**config.mk**
```make
export PLATFORM = sky130hd
export DESIGN_NAME = asd_sqrt
export DESIGN_NICKNAME = d
export VERILOG_FILES = /design/src/asd_pkg.sv /design/src/asd_sqrt.sv
export SDC_FILE = /design/constraint.sdc
export NUM_CORES = 2
export LEC_CHECK = 0
export BUFFER_PORTS_ARGS = -buffer_cell sky130_fd_sc_hd__buf_2
export CAP_MARGIN = 5
export CELL_PAD_IN_SITES_DETAIL_PLACEMENT = 1
export CELL_PAD_IN_SITES_GLOBAL_PLACEMENT = 1
export CORE_UTILIZATION = 50
export CTS_CLUSTER_DIAMETER = 200
export CTS_CLUSTER_SIZE = 28
export DETAILED_ROUTE_END_ITERATION = 10
export MAX_ROUTING_LAYER = met4
export PLACE_DENSITY_LB_ADDON = 0.3
export SLEW_MARGIN = 20
export SYNTH_ARGS = -nofsm -noshare
export SYNTH_HDL_FRONTEND = slang
export SYNTH_MEMORY_MAX_BITS = 65536
export SYNTH_SLANG_ARGS = --single-unit
```
**constraint.sdc**
```tcl
create_clock -name clk -period 10.5 [get_ports clk]
set_clock_uncertainty 0.05 [all_clocks]
set_input_delay 0.525 -clock clk [delete_from_list [all_inputs] [get_ports clk]]
set_output_delay 0.525 -clock clk [all_outputs]
set_load 0.02 [all_outputs]
```
**src/asd_pkg.sv**
```systemverilog
// Package with widths, register codes and sideband types of the arm swivel direction core.
package asd_pkg;

	localparam int unsigned CoordW  = 32;   // input coordinate, Q16.16
	localparam int unsigned DiffW   = 33;   // joint difference, Q16.16
	localparam int unsigned MagW    = 32;   // magnitude of a difference
	localparam int unsigned SqW     = 64;   // square of a difference
	localparam int unsigned SumAW   = 66;   // axis sum of squares
	localparam int unsigned LenW    = 33;   // axis length
	localparam int unsigned QuoW    = 17;   // quotient magnitude, Q1.16
	localparam int unsigned UnitW   = 18;   // signed unit component, Q1.16
	localparam int unsigned NumAW   = 48;   // axis dividend
	localparam int unsigned DotW    = 51;   // product and dot sum, Q16.32
	localparam int unsigned ProjW   = 35;   // projection length, Q16.16
	localparam int unsigned MprodW  = 52;   // axis component times projection
	localparam int unsigned RadW    = 37;   // radial component, Q16.16
	localparam int unsigned RmagW   = 36;   // radial magnitude
	localparam int unsigned HalfW   = 18;   // half of a radial magnitude
	localparam int unsigned PartW   = 36;   // partial product of halves
	localparam int unsigned RsqW    = 72;   // radial square
	localparam int unsigned SumBW   = 74;   // radial sum of squares
	localparam int unsigned RlenW   = 37;   // radial length
	localparam int unsigned NumBW   = 52;   // radial dividend
	localparam int unsigned MinW    = 16;   // threshold registers
	localparam int unsigned CfgIdxW = 1;
	localparam int unsigned FracW   = 16;

	localparam logic [MinW-1:0] AXIS_MIN_RESET   = 16'd0;
	localparam logic [MinW-1:0] RADIAL_MIN_RESET = 16'd66;
	localparam logic [FracW-1:0] TRUNC_BIAS      = 16'hFFFF;

	typedef enum logic [CfgIdxW-1:0] {
		CFG_AXIS_MIN   = 1'b0,
		CFG_RADIAL_MIN = 1'b1
	} cfg_reg_t;

	// Carried alongside the axis square root.
	typedef struct packed {
		logic                    sk;
		logic signed [DiffW-1:0] dx;
		logic signed [DiffW-1:0] dy;
		logic signed [DiffW-1:0] dz;
		logic signed [DiffW-1:0] ex;
		logic signed [DiffW-1:0] ey;
		logic signed [DiffW-1:0] ez;
	} axis_tag_t;

	// Carried alongside the axis divider.
	typedef struct packed {
		logic                    ok;
		logic signed [DiffW-1:0] ex;
		logic signed [DiffW-1:0] ey;
		logic signed [DiffW-1:0] ez;
		logic                    neg;
	} qa_tag_t;

	// Carried alongside the radial square root.
	typedef struct packed {
		logic                    ok;
		logic [RmagW-1:0]        rmx;
		logic [RmagW-1:0]        rmy;
		logic [RmagW-1:0]        rmz;
		logic                    nx;
		logic                    ny;
		logic                    nz;
		logic signed [UnitW-1:0] ax;
		logic signed [UnitW-1:0] ay;
		logic signed [UnitW-1:0] az;
	} rad_tag_t;

	// Carried alongside the radial divider.
	typedef struct packed {
		logic                    ok;
		logic signed [UnitW-1:0] ax;
		logic signed [UnitW-1:0] ay;
		logic signed [UnitW-1:0] az;
		logic                    neg;
	} qb_tag_t;

endpackage

```
**src/asd_sqrt.sv**
```systemverilog
// Pipelined digit-by-digit integer square root, one result bit per stage.
module asd_sqrt #(
	parameter int unsigned RootW = asd_pkg::LenW,
	parameter int unsigned TagW  = 1
) (
	input  logic                 clk,
	input  logic                 arst_n,
	input  logic                 en,
	input  logic                 in_valid,
	input  logic [2*RootW-1:0]   radicand,
	input  logic [TagW-1:0]      tag_in,
	output logic                 out_valid,
	output logic [RootW-1:0]     root,
	output logic [TagW-1:0]      tag_out
);
	localparam int unsigned RemW = RootW + 2;

	logic                 v_sk    [RootW];
	logic [RemW-1:0]      rem_sk  [RootW];
	logic [RootW-1:0]     root_sk [RootW];
	logic [2*RootW-1:0]   rad_sk  [RootW];
	logic [TagW-1:0]      tag_sk  [RootW];

	logic [RemW-1:0]      rem_nx  [RootW];
	logic [RootW-1:0]     root_nx [RootW];
	logic [2*RootW-1:0]   rad_nx  [RootW];

	always_comb begin
		logic [RemW-1:0]    rem_i;
		logic [RemW-1:0]    shifted;
		logic [RemW-1:0]    trial;
		logic [RootW-1:0]   root_i;
		logic [2*RootW-1:0] rad_i;
		for (int k = 0; k < RootW; k++) begin
			if (k == 0) begin
				rem_i  = '0;
				root_i = '0;
				rad_i  = radicand;
			end else begin
				rem_i  = rem_sk[k-1];
				root_i = root_sk[k-1];
				rad_i  = rad_sk[k-1];
			end
			// The partial remainder never exceeds twice the partial root.
			shifted = {rem_i[RootW-1:0], rad_i[2*RootW-1 -: 2]};
			trial   = {root_i, 2'b01};
			if (shifted >= trial) begin
				rem_nx[k]  = shifted - trial;
				root_nx[k] = {root_i[RootW-2:0], 1'b1};
			end else begin
				rem_nx[k]  = shifted;
				root_nx[k] = {root_i[RootW-2:0], 1'b0};
			end
			rad_nx[k] = rad_i << 2;
		end
	end

	always_ff @(posedge clk or negedge arst_n) begin
		if (!arst_n) begin
			for (int k = 0; k < RootW; k++) v_sk[k] <= 1'b0;
		end else if (en) begin
			for (int k = 0; k < RootW; k++) v_sk[k] <= (k == 0) ? in_valid : v_sk[k-1];
		end
	end

	always_ff @(posedge clk) begin
		if (en) begin
			for (int k = 0; k < RootW; k++) begin
				rem_sk[k]  <= rem_nx[k];
				root_sk[k] <= root_nx[k];
				rad_sk[k]  <= rad_nx[k];
				tag_sk[k]  <= (k == 0) ? tag_in : tag_sk[k-1];
			end
		end
	end

	assign out_valid = v_sk[RootW-1];
	assign root      = root_sk[RootW-1];
	assign tag_out   = tag_sk[RootW-1];
endmodule

```
Word-level counts from Yosys, hierarchy flattened
Memories as Yosys holds them, arrays and structs flattened.
Cells that the tools add are included.

word-level totals
  register bits after elaboration = 33
  memory bits (writable) = 4,389
  input bits = 71
  output and inout port bits = 35
  word-level logic and storage cells = 171
  memories kept = 4

cells by class
  add/sub/neg operators = 33
  $lt $le $gt $ge = 33
  mux-type cells = 68

memory list
  name     words  bits a word  rd ports  clocked after memory_dff  write ports  line            RTL
  rad_sk   33     64           32        0                         33           asd_sqrt.sv:21  logic [2*RootW-1:0] rad_sk [RootW];
  rem_sk   33     35           32        0                         33           asd_sqrt.sv:19  logic [RemW-1:0] rem_sk [RootW];
  root_sk  33     33           33        0                         33           asd_sqrt.sv:20  logic [RootW-1:0] root_sk [RootW];
  tag_sk   33     1            33        0                         33           asd_sqrt.sv:22  logic [TagW-1:0] tag_sk [RootW];

operators with widths
  kind                                                  count
  2-to-1 mux 35 bit                                     33
  >= comparator 35 bit                                  32
  subtractor 35 bit                                     32
  2-to-1 mux 1 bit                                      35
  subtractor 2 x 1 -> 3 bit (second input constant)     1
  >= comparator 2 x 1 -> 1 bit (second input constant)  1

Depth between registers and ports, before layout
An unclocked memory read counts as a cell.

  depth in word-level cells = 3
  gate-level depth with buffers = 15
  mapped depth without buffers = 12

Worst setup path after synthesis
OpenSTA, ideal clock, no wires.

  kind = reg-to-reg
  start = mem rem_sk[0][875] (netlist name)
  end = mem rem_sk[0][939] (netlist name) (data pin)
  library setup time = 254 ps
  arrival time = 3,312 ps
  required time = 10,196 ps
  setup slack = 6,884 ps
  cell stages (with the launch flop) = 12
  buffers on the path = 2
  cell sequence = edfxtp_1 -> ha_1 -> o21a_1 -> or4_1 -> a311o_1 -> a2111oi_0 -> o41ai_1 -> a31oi_1 -> o21ai_1 -> clkbuf_1 -> clkbuf_1 -> o21a_1

RTL lines
  what             line
  start, declared  asd_sqrt.sv:19

==> reports/qor.yml <==
run_status:
  outcome: "finished, final reports clean"
sta:
  period_needed_ns: 4.524
  setup-violations-final: 0
  setup_tns_ns: 0
  hold_violations: 0
  slew_violations: 0
  slew_headroom_pct: 27.78
  fmax_mhz: 221.1
  max_slew.worst_pin.slew_ns: 1.083
  fin_crit_sh_pct: 43.08
  rsz0062_at_grt: "no"
yosys:
  synthAdderAreaFrac_pct: 5.976
  synthArstFlopShare_pct: 1.227
  yosysWarnings: 0
  synthSimpleGateAreaFrac_pct: 9.754
  yosysMostFrequentCell: "edfxtp_1"
  synth_top_area_cell: "edfxtp_1"
  syn-instance-count: 9616
  yosysSeqAreaShare_pct: 64.71
  netlist_top_cells_count: "2657 x edfxtp_1, 754 x inv_1, 640 x nor2_1, 634 x a21oi_1, 623 x nand2_1"
  synth.top_cell.area_share_pct: 64.05
  synth_top_family_by_area: "compound AO/OA/AOI/OAI gates"
  synth-seq-cells: 2690
  synth.area.top_cells: "edfxtp_1 64%, ha_1 6.0%, xnor2_1 3.0%, xor2_1 2.6%, a21oi_1 2.5%"
  synth_cell_types: 86
  syn-cell-area_sq_um: 124600
  synth-compound-area-share_pct: 9.846
  synth-edff-count: 2657
  mappedNetlistNets: 10280
  synth.avg_cell_area_sq_um: 12.96
  synth_xor_area_share_pct: 5.589
  dominantRegCellSynth: "edfxtp_1"
  synth_mux_area_share_pct: 1.250
place:
  placedInstanceArea_sq_um: 129200
  dpl.hpwl_um: 203900
  place_congestion: 0.8905
  numPortBuffers: 105
die:
  core_sq_um: 246800
  start_util_pct: 50.47
  ios: 106
  dieArea_sq_um: 251200
  die_h_um: 501.2
  rows: 182
  die_w_um: 501.2
setup_path:
  critical_path_arrival_ns: 5.03
  startpoint_type: "flip-flop"
  cp-end-kind: "flip-flop"
  r2r-start: "rem_sk[0][806]"
  cp_max_fo: 37
  critPathKind: "reg -> reg"
  critPathLaunch: "rem_sk[0][806]"
  cp.required_ns: 11.01
worst_hold_path:
  hold_path_class: "in -> reg"
  worstHoldStart: "en"
detailed_routing:
  post-route-drc-count: 0
  vias: 74500
  drt-total-wl_um: 275400
  wl_per_cell_um: 21.02
  dr.pass1.iters: 5
  ant_nets: 0
  drt_iter0_drc: 4621
  viasPerCell: 5.687
grt:
  grt_max_degree: 192
  grt_pass1_wl_um: 434100
  grt_overflow: 0
  antenna_found_initial: 3
  grt_pass1_vias: 77870
  grtUsageTotal_pct: 22.39
clocking:
  cts_buffers: 106
  cts-root-buf: "clkbuf_16"
  path_clk_slew_ns: 0.11
  cts_resized: 0
  clock_sinks: 2690
  cts_tree: "done"
  cts_buffer_depth: 3
  postCtsSetupBuffers: 0
  worstSkewPairLatency_ns: 0.82
  h-tree-depth: 3
pwr:
  p_per_area_nw_per_um2: 197.2
  p_leak_uw: 0.05009
  irDropWorstVdd_mv: 0.1915
  report.power.total_uw: 26180
cells_and_area:
  area_delta_synth_final_pct: 6.578
  fin_area_sq_um: 132800
  nNetsFinal: 10420
  final_layout_size_suffix_gt1_share_pct: 4.886
  nFillCells: 24720
job:
  maxCapViolCount: 0
-- cell usage in the layout (no fill, tap or decap), types with 45 or more instances in the layout --
master	synthesis	layout
or4_1	61	61
inv_1	754	754
nor2b_1	91	91
or3_1	81	81
clkbuf_16	0	107
nand2b_1	113	113
o21bai_1	54	54
nand2_1	623	623
a31oi_1	57	57
nor3_1	216	216
mux2_2	116	116
nand4_1	101	101
nor2_1	640	639
buf_2	7	104
ha_1	595	595
xnor2_1	421	421
edfxtp_1	2657	2657
nand3_1	143	143
a21oi_1	634	632
o21ai_0	472	472
and2_1	51	51
xor2_1	374	374
a211oi_1	48	45
nor4_1	104	102
dlygate4sd3_1	0	70
and3_1	66	66
o21a_1	125	125
a21o_1	236	236
o31ai_1	74	74
-- metrics by stage --
step           instances  util [%]  hold slack, ns  setup WS [ns]
2_1_floorplan       9616         -          0.1794          6.884
3_3_place_gp       12890     52.32          0.3503          6.180
6_report           13100     53.79         0.08566          5.976
3_5_place_dp       12890     52.32          0.3551          6.001
4_1_cts            13100     53.78         0.05942          5.975
5_1_grt            13100     53.79         0.09314          5.654
-- sequential cells by signal (all words and copies together) (netlist names) --
name	flops
rad_sk	1056
rem_sk	1007
root_sk	561
tag_sk	33
v_sk	32
out_valid	1
-- kinds of logic (layout without fill, tap and decap cells) --
kind of cell	after synthesis	after routing
compound gates	1982	1982
buf+inv	951	1118
other cells	1	5
flops	2690	2690
simple gates	2462	2462
fa+ha+maj	595	595
xor+xnor	795	795
mux	140	140
-- routing by layer --
layer  global-route usage (%)  routed length [um]  up-vias
met1                    27.10              117300    37470
li1                         -                   -    35620
met3                    1.553                5958      401
met4                    6.355                8177        0
met2                    40.16              143900     1002
met5                        -                   0        -
-- worst max-delay path: stages (launching register included) --
cell and delay, ns:
edfxtp_1 0.43, ha_1 0.38, o21ai_0 0.20, a221oi_1 0.48, a31oi_1 0.25, o21ai_0 0.62, a21oi_1 0.22, o221ai_1 0.41
nor2_1 0.13, inv_1 0.28, buf_4 0.43, mux2_2 0.39
-- timing repair --
action | 4_1_cts | 5_1_grt
endpoints found under the hold margin | 102 | 0
setup endpoints to repair | 0 | 0
hold buffers | 70 | 0
-- final cells by class --
class	instances	area [sq um]	area share, %
Sequential cell	2690	80610	60.71
Inverter	758	2845	2.143
Clock inverter	7	141.4	0.1065
Clock buffer	131	2768	2.085
Tap cell	3312	4144	3.121
Multi-Input combinational cell	5975	40500	30.50
Timing Repair Buffer	222	1757	1.323
Antenna cell	4	10.01	0.007539
-- report_power, final --
| part | total, uW | internal, uW | switching (uW) |
|---|---|---|---|
| Combinational | 6620 | 2690 | 3930 |
| Sequential | 14600 | 13600 | 976 |
| Clock | 5010 | 1890 | 3120 |
| Total | 26200 | 18200 | 8020 |
-- final timing paths --
check | end | slack (ns) | cells after the start
hold / removal | rad_sk[0][101] | 0.09 | 1
max in group asynchronous | v_sk[20] | 9.66 | 2
min in group asynchronous | v_sk[30] | 0.27 | 2
hold reg to reg | rad_sk[0][943] | 0.35 | 0
setup reg to reg | rem_sk[0][852] | 5.98 | 11
setup / recovery | rem_sk[0][852] | 5.98 | 11
Power figures use the tool's default switching activity.
