**src/asd_pkg.sv**
```systemverilog
// Package with widths, register codes and sideband types of the arm swivel direction core.
package asd_pkg;

	localparam int unsigned CoordW  = 32;   // input coordinate, Q16.16
	localparam int unsigned DiffW   = 33;   // joint difference, Q16.16
	localparam int unsigned MagW    = 32;   // magnitude of a difference
	localparam int unsigned SqW     = 64;   // square of a difference
	localparam int unsigned SumAW   = 66;   // axis sum of squares
	localparam int unsigned LenW    = 33;   // axis length
	localparam int unsigned QuoW    = 17;   // quotient magnitude, Q1.16
	localparam int unsigned UnitW   = 18;   // signed unit component, Q1.16
	localparam int unsigned NumAW   = 48;   // axis dividend
	localparam int unsigned DotW    = 51;   // product and dot sum, Q16.32
	localparam int unsigned ProjW   = 35;   // projection length, Q16.16
	localparam int unsigned MprodW  = 52;   // axis component times projection
	localparam int unsigned RadW    = 37;   // radial component, Q16.16
	localparam int unsigned RmagW   = 36;   // radial magnitude
	localparam int unsigned HalfW   = 18;   // half of a radial magnitude
	localparam int unsigned PartW   = 36;   // partial product of halves
	localparam int unsigned RsqW    = 72;   // radial square
	localparam int unsigned SumBW   = 74;   // radial sum of squares
	localparam int unsigned RlenW   = 37;   // radial length
	localparam int unsigned NumBW   = 52;   // radial dividend
	localparam int unsigned MinW    = 16;   // threshold registers
	localparam int unsigned CfgIdxW = 1;
	localparam int unsigned FracW   = 16;

	localparam logic [MinW-1:0] AXIS_MIN_RESET   = 16'd0;
	localparam logic [MinW-1:0] RADIAL_MIN_RESET = 16'd66;
	localparam logic [FracW-1:0] TRUNC_BIAS      = 16'hFFFF;

	typedef enum logic [CfgIdxW-1:0] {
		CFG_AXIS_MIN   = 1'b0,
		CFG_RADIAL_MIN = 1'b1
	} cfg_reg_t;

	// Carried alongside the axis square root.
	typedef struct packed {
		logic                    sk;
		logic signed [DiffW-1:0] dx;
		logic signed [DiffW-1:0] dy;
		logic signed [DiffW-1:0] dz;
		logic signed [DiffW-1:0] ex;
		logic signed [DiffW-1:0] ey;
		logic signed [DiffW-1:0] ez;
	} axis_tag_t;

	// Carried alongside the axis divider.
	typedef struct packed {
		logic                    ok;
		logic signed [DiffW-1:0] ex;
		logic signed [DiffW-1:0] ey;
		logic signed [DiffW-1:0] ez;
		logic                    neg;
	} qa_tag_t;

	// Carried alongside the radial square root.
	typedef struct packed {
		logic                    ok;
		logic [RmagW-1:0]        rmx;
		logic [RmagW-1:0]        rmy;
		logic [RmagW-1:0]        rmz;
		logic                    nx;
		logic                    ny;
		logic                    nz;
		logic signed [UnitW-1:0] ax;
		logic signed [UnitW-1:0] ay;
		logic signed [UnitW-1:0] az;
	} rad_tag_t;

	// Carried alongside the radial divider.
	typedef struct packed {
		logic                    ok;
		logic signed [UnitW-1:0] ax;
		logic signed [UnitW-1:0] ay;
		logic signed [UnitW-1:0] az;
		logic                    neg;
	} qb_tag_t;

endpackage

```
**src/asd_div.sv**
```systemverilog
// Pipelined restoring divider, one quotient bit per stage, for quotients known to fit.
module asd_div #(
	parameter int unsigned NumW = asd_pkg::NumAW,
	parameter int unsigned DenW = asd_pkg::LenW,
	parameter int unsigned QW   = asd_pkg::QuoW,
	parameter int unsigned TagW = 1
) (
	input  logic              clk,
	input  logic              arst_n,
	input  logic              en,
	input  logic              in_valid,
	input  logic [NumW-1:0]   dividend,
	input  logic [DenW-1:0]   divisor,
	input  logic [TagW-1:0]   tag_in,
	output logic              out_valid,
	output logic [QW-1:0]     quotient,
	output logic [TagW-1:0]   tag_out
);
	localparam int unsigned HiW = NumW - QW;

	logic              v_sk   [QW];
	logic [DenW-1:0]   rem_sk [QW];
	logic [QW-1:0]     lo_sk  [QW];
	logic [QW-1:0]     quo_sk [QW];
	logic [DenW-1:0]   den_sk [QW];
	logic [TagW-1:0]   tag_sk [QW];

	logic [DenW-1:0]   rem_nx [QW];
	logic [QW-1:0]     lo_nx  [QW];
	logic [QW-1:0]     quo_nx [QW];

	always_comb begin
		logic [DenW-1:0] rem_i;
		logic [DenW-1:0] den_i;
		logic [QW-1:0]   lo_i;
		logic [QW-1:0]   quo_i;
		logic [DenW:0]   shifted;
		logic [DenW:0]   diff;
		for (int k = 0; k < QW; k++) begin
			if (k == 0) begin
				// The upper dividend bits sit below the divisor when the quotient fits.
				rem_i = {{(DenW-HiW){1'b0}}, dividend[NumW-1:QW]};
				den_i = divisor;
				lo_i  = dividend[QW-1:0];
				quo_i = '0;
			end else begin
				rem_i = rem_sk[k-1];
				den_i = den_sk[k-1];
				lo_i  = lo_sk[k-1];
				quo_i = quo_sk[k-1];
			end
			shifted = {rem_i, lo_i[QW-1]};
			diff    = shifted - {1'b0, den_i};
			if (shifted >= {1'b0, den_i}) begin
				rem_nx[k] = diff[DenW-1:0];
				quo_nx[k] = {quo_i[QW-2:0], 1'b1};
			end else begin
				rem_nx[k] = shifted[DenW-1:0];
				quo_nx[k] = {quo_i[QW-2:0], 1'b0};
			end
			lo_nx[k] = lo_i << 1;
		end
	end

	always_ff @(posedge clk or negedge arst_n) begin
		if (!arst_n) begin
			for (int k = 0; k < QW; k++) v_sk[k] <= 1'b0;
		end else if (en) begin
			for (int k = 0; k < QW; k++) v_sk[k] <= (k == 0) ? in_valid : v_sk[k-1];
		end
	end

	always_ff @(posedge clk) begin
		if (en) begin
			for (int k = 0; k < QW; k++) begin
				rem_sk[k] <= rem_nx[k];
				lo_sk[k]  <= lo_nx[k];
				quo_sk[k] <= quo_nx[k];
				den_sk[k] <= (k == 0) ? divisor : den_sk[k-1];
				tag_sk[k] <= (k == 0) ? tag_in : tag_sk[k-1];
			end
		end
	end

	assign out_valid = v_sk[QW-1];
	assign quotient  = quo_sk[QW-1];
	assign tag_out   = tag_sk[QW-1];
endmodule

```
**config.mk**
```make
export PLATFORM = sky130hd
export DESIGN_NAME = asd_div
export DESIGN_NICKNAME = d
export VERILOG_FILES = /design/src/asd_pkg.sv /design/src/asd_div.sv
export SDC_FILE = /design/constraint.sdc
export NUM_CORES = 2
export LEC_CHECK = 0
export BUFFER_PORTS_ARGS = -buffer_cell sky130_fd_sc_hd__buf_4
export CORE_UTILIZATION = 48
export DETAILED_ROUTE_END_ITERATION = 10
export MAX_ROUTING_LAYER = met4
export PLACE_DENSITY_LB_ADDON = 0.2
export SLEW_MARGIN = 15
export SYNTH_ARGS = -nofsm -noshare
export SYNTH_HDL_FRONTEND = slang
export SYNTH_SLANG_ARGS = --single-unit
```
**constraint.sdc**
```tcl
create_clock -name clk -period 6.2 [get_ports clk]
set_input_delay 0.93 -clock clk [delete_from_list [all_inputs] [get_ports clk]]
set_output_delay 0.93 -clock clk [all_outputs]
set_load 0.02 [all_outputs]
```
=== Word-level counts from Yosys, hierarchy flattened ===
Memories as Yosys holds them, arrays and structs flattened.
Cells that the tools add are included.
Widths: inputs -> output; s select.

* Add/subtract/negate cells: 17
* $mul: 0
* Div/mod/pow operators: 0
* Magnitude comparators: 17
* Eq/ne operators: 0
* Shifts and indexed selects: 0
* Muxes and demuxes: 36
* Bitwise gates (word level): 0
* Reductions and logical operators: 0

{| class="wikitable"
|+ Operator list
! cell !! count
|-
| $mux 33 || 17
|-
| $ge 34x33->1 || 16
|-
| $sub 33x33->33 || 16
|-
| $ge 32x33->1 || 1
|-
| $sub 32x33->33 || 1
|-
| $mux 1 || 19
|}

* Register bits: 17
* Latch bits: 0
* Memory bits (writable): 1,700
* Memory bits (read-only): 0
* Input port bits: 86
* Output and inout bits: 19
* Word-level logic and storage cells: 92
* Memories kept: 5

{| class="wikitable"
|+ Memories
! name !! depth !! bits a word !! read ports !! clocked after memory_dff !! write ports !! RTL line !! RTL
|-
| den_sk || 17 || 33 || 16 || 0 || 17 || asd_div.sv:25 || <nowiki>logic [DenW-1:0] den_sk [QW];</nowiki>
|-
| rem_sk || 17 || 33 || 16 || 0 || 17 || asd_div.sv:22 || <nowiki>logic [DenW-1:0] rem_sk [QW];</nowiki>
|-
| quo_sk || 17 || 17 || 17 || 0 || 17 || asd_div.sv:24 || <nowiki>logic [QW-1:0] quo_sk [QW];</nowiki>
|-
| lo_sk || 17 || 16 || 16 || 0 || 17 || asd_div.sv:23 || <nowiki>logic [QW-1:0] lo_sk [QW];</nowiki>
|-
| tag_sk || 17 || 1 || 17 || 0 || 17 || asd_div.sv:26 || <nowiki>logic [TagW-1:0] tag_sk [QW];</nowiki>
|}

=== Logic depth before layout (Yosys ltp) ===
An unclocked memory read counts as a cell.

* Word-level depth: 3
* Mapped depth: 16
* Mapped depth without buffers: 14

=== Least setup slack after synthesis ===
No wires, ideal clock.

* Path kind: input to register
* Start: input port dividend[16]
* End: memory rem_sk[0][26] in the netlist's numbering (data pin)
* Library setup time: 0.268 ns
* Arrival time: 3.449 ns
* Data required time: 5.932 ns
* Path slack: 2.483 ns
* Cell stages on the path: 13
* Buffers on the path: 0
* Cells stage by stage: inv_1 ha_1 fa_1 nor2b_1 o21ai_0 a21boi_0 o2111ai_1 a21boi_0 a41oi_1 o21ai_0 a31oi_1 xor2_1 o21ai_0

{| class="wikitable"
|+ RTL lines
! what !! RTL line !! RTL
|-
| start, declared || asd_div.sv:12 || <nowiki>input logic [NumW-1:0] dividend,</nowiki>
|-
| end, declared || asd_div.sv:22 ||
|}

==> qor.yml <==
clock_tree:
  clockBufferDepth: 3
  path_clk_slew_ns: 0.06
  ctsHtreeMaxLevel: 4
  cts_tree: "done"
  cts_setup_buffers: 0
  cts_buffers: 158
  clock_latency_ns: 0.80
  root_buffer: "clkbuf_16"
  clock_sinks: 1379
global_route:
  grt.total_usage: 0.2092
  grt_overflow: 0
  grt_max_degree: 164
  antenna_found_initial: 3
  grt_first_pass_wirelength_mm: 260.9
  grt_pass1_vias: 50990
min_path:
  min_from: "dividend[14]"
  min_path_type: "in2reg"
  hold_depth: 1
  hold_end: "lo_sk[0][14]"
timing:
  finalMaxSlewViolations: 0
  min_period_ns: 4.897
  fin_crit_sh: 0.7899
  slew_headroom: 0.09271
  hold_violations: 0
  tns_ns: 0
  holdWs_ns: 0.3061
  setup_violations: 0
  fmax_mhz: 204.2
  skew_ns: 0.02381
  rsz0062_at_grt: "false"
  worstMarginPinSlew_ns: 1.327
finish:
  area_growth_pct: 11.38
  fillerInstances: 13280
  nets: 7499
  drive_above_1_share: 0.09073
  seqCellArea_um2: 41320
  multi_input_area_um2: 31740
  final_core_util: 0.5415
yosys:
  avgSynthCellArea_um2: 11.40
  netlist.area_leader.share: 0.5361
  netlist_area_um2: 76290
  ys.warnings.count: 0
  syn_nets: 7352
  synth_edf_count: 1362
  synth_largest_area_cell: "edfxtp_1"
  seq_area_frac_synth: 0.5417
  async_reset_ff_frac: 0.01233
  synth-seq-cells: 1379
  syn_inst: 6690
  yosysUniqueCellTypes: 87
  synthTopCellsByArea: "edfxtp_1 (54%), ha_1 (9.2%), a21oi_1 (4.0%)"
  synthFlopType: "edfxtp_1"
worst_setup_path:
  critPathLaunch: "lo_sk[0][95]"
  cp_slowest_stage_delay_ns: 1.03
  worstPathCellList: "inv_1, ha_1, inv_1, fa_1, a21o_1, a21oi_1, o2111ai_1, a2111oi_0, o31ai_1, a21o_1, nor2_1, o21ai_4, buf_4, mux2_2"
  end_kind: "register"
  path_buf_inv: 3
  r2r_cells: 14
  slowest_stage: "a2111oi_0"
  cp-start-kind: "register"
  timing.rr.start: "lo_sk[0][95]"
  crit_type: "reg2reg"
  rrSetupSlack_ns: 1.30
  worstReg2RegEnd: "rem_sk[0][199]"
  worstPathRequired_ns: 6.74
  critPathTopFamily: "compound AO/OA/AOI/OAI gates"
  cp_max_fo: 54
  crit_arrival_ns: 5.44
route:
  vias_per_cell: 5.524
  route.vias.total: 49870
  firstDrtPassIters: 7
  drt-wirelength-per-cell_um: 18.18
  drc: 0
  final_antenna_net_count: 0
  detail_route.iter0.violations: 2208
  wl_mm: 164.1
power_and_ir_drop:
  ir_drop_uv: 313.5
  power_leakage_nw: 35.23
  power_density_nw_per_um2: 507.8
floorplanning:
  dieArea_um2: 160500
  die_y_um: 400.7
  die_w_um: 400.7
  io_pins: 105
  initial_utilization: 0.4862
  core_um2: 156900
  rows: 145
run_status:
  status: "finished clean"
placed_design:
  dp_hpwl_mm: 124.9
  place.gp.congestion: 0.9176
  io_buffer_count: 104
job:
  cap_violations: 0
-- cell type report --
| cell class | count | area share |
|---|---|---|
| inverters | 709 | 0.03132 |
| repair buffers | 145 | 0.01425 |
| clock buffers | 192 | 0.04850 |
| diodes | 3 | 0.00008834 |
| well taps | 2058 | 0.03030 |
| clock inverters | 97 | 0.01570 |
| flip-flops and latches | 1379 | 0.4863 |
| multi-input cells | 4444 | 0.3736 |
-- synth_stat cells (11+ instances only) --
cell type / number
edfxtp_1: 1362
o21a_1: 55
a2111oi_0: 13
xor2_1: 168
a221o_1: 11
fa_1: 16
mux2i_1: 12
nor2b_1: 55
inv_1: 709
clkbuf_1: 106
a21oi_1: 611
nand3_1: 103
ha_1: 560
nor4_1: 15
a221oi_1: 17
dfrtp_1: 17
o31ai_1: 37
o31a_1: 13
buf_2: 44
a21boi_0: 16
nand4_1: 91
mux2_2: 189
a211o_1: 14
and4_1: 14
o21bai_1: 71
nand2b_1: 71
a21o_1: 346
nor2_1: 348
nor3_1: 61
a211oi_1: 51
o211ai_1: 24
or3_1: 20
and2_1: 32
nand2_1: 449
a31oi_1: 64
xnor2_1: 280
o21ai_0: 404
and3_1: 59
-- report_power, final --
part / total [mW] / switching, mW / leakage, nW / internal, mW
registers: 14.9 / 1.26 / 13.5 / 13.6
clock network: 9.72 / 3.85 / 2.66 / 5.87
logic: 18.6 / 10.5 / 19.1 / 8.11
total: 43.2 / 15.6 / 35.2 / 27.6
-- worst register-to-register path: stages (launching register included) --
cell	delay, ns
edfxtp_1	0.40
inv_1	0.08
ha_1	0.15
inv_1	0.06
fa_1	0.40
a21o_1	0.17
a21oi_1	0.38
o2111ai_1	0.25
a2111oi_0	1.03
o31ai_1	0.31
a21o_1	0.30
nor2_1	0.30
o21ai_4	0.13
buf_4	0.31
mux2_2	0.40
-- stage by stage --
| stage | cells | worst slack [ns] | power [mW] | instance area (um^2) |
|---|---|---|---|---|
| final | 9027 | 1.303 | 43.15 | 84980 |
| after global placement | 8734 | 1.464 | 33.17 | 79510 |
| after global routing | 9026 | 1.227 | 46.01 | 84980 |
| after floorplan | 6690 | 2.483 | 28.87 | 76290 |
| after CTS | 9024 | 1.390 | 43.40 | 84970 |
| after detailed placement | 8734 | 1.412 | 33.43 | 79510 |
-- per-layer routing --
metal	global-route usage	up-vias	share of wire
li1	-	24850	-
met1	0.1971	23700	0.37
met2	0.4071	890	0.55
met3	0.02604	423	0.027
met4	0.1111	0	0.054
met5	-	-	0
-- flip-flops by register name, summed over array words and instances (netlist names) --
register / flops
lo_sk: 136
tag_sk: 17
v_sk: 16
rem_sk: 528
out_valid: 1
den_sk: 528
quo_sk: 153
-- layout by cell type, fill, tap and decap left out, types with 26 or more instances in the layout --
cell type	Yosys	layout
and2_1	32	32
ha_1	560	560
nor3_1	61	61
nand3_1	103	102
clkbuf_1	106	30
o21bai_1	71	71
and3_1	59	59
a31oi_1	64	64
nand4_1	91	91
xnor2_1	280	280
nand2_1	449	449
xor2_1	168	168
edfxtp_1	1362	1362
clkinv_2	0	31
a211oi_1	51	51
mux2_2	189	189
buf_4	0	135
a21o_1	346	346
inv_1	709	709
nand2b_1	71	71
o21ai_0	404	403
o31ai_1	37	37
o21a_1	55	53
nor2b_1	55	54
nor2_1	348	348
a21oi_1	611	611
clkbuf_16	0	158
bufinv_16	0	26
-- worst max path at each step --
stage	to	slack (ns)	depth (start not counted)
after floorplan	rem_sk[0][26]	2.48	13
after global placement	rem_sk[0][199]	1.46	14
after detailed placement	rem_sk[0][199]	1.41	14
after CTS	rem_sk[0][199]	1.39	14
after global routing	rem_sk[0][294]	1.23	14
final	rem_sk[0][199]	1.30	14
-- what timing repair did --
item                                   in CTS  in global routing
gates resized for setup                     0                  0
hold buffers                                1                  0
endpoints found under the hold margin      17                  0
-- logic make-up (layout without fill, tap and decap cells) --
kind of cell / after synthesis / after routing / share of synthesized area
xor+xnor: 448 / 448 / 0.05143
mux: 212 / 212 / 0.03154
compound gates: 1847 / 1847 / 0.1515
fa+ha+maj: 576 / 576 / 0.09604
flops: 1379 / 1379 / 0.5417
buf+inv: 867 / 1143 / 0.04377
other cells: 0 / 3 / 0
simple gates: 1361 / 1361 / 0.08412
(Power assumes the default switching activity.)
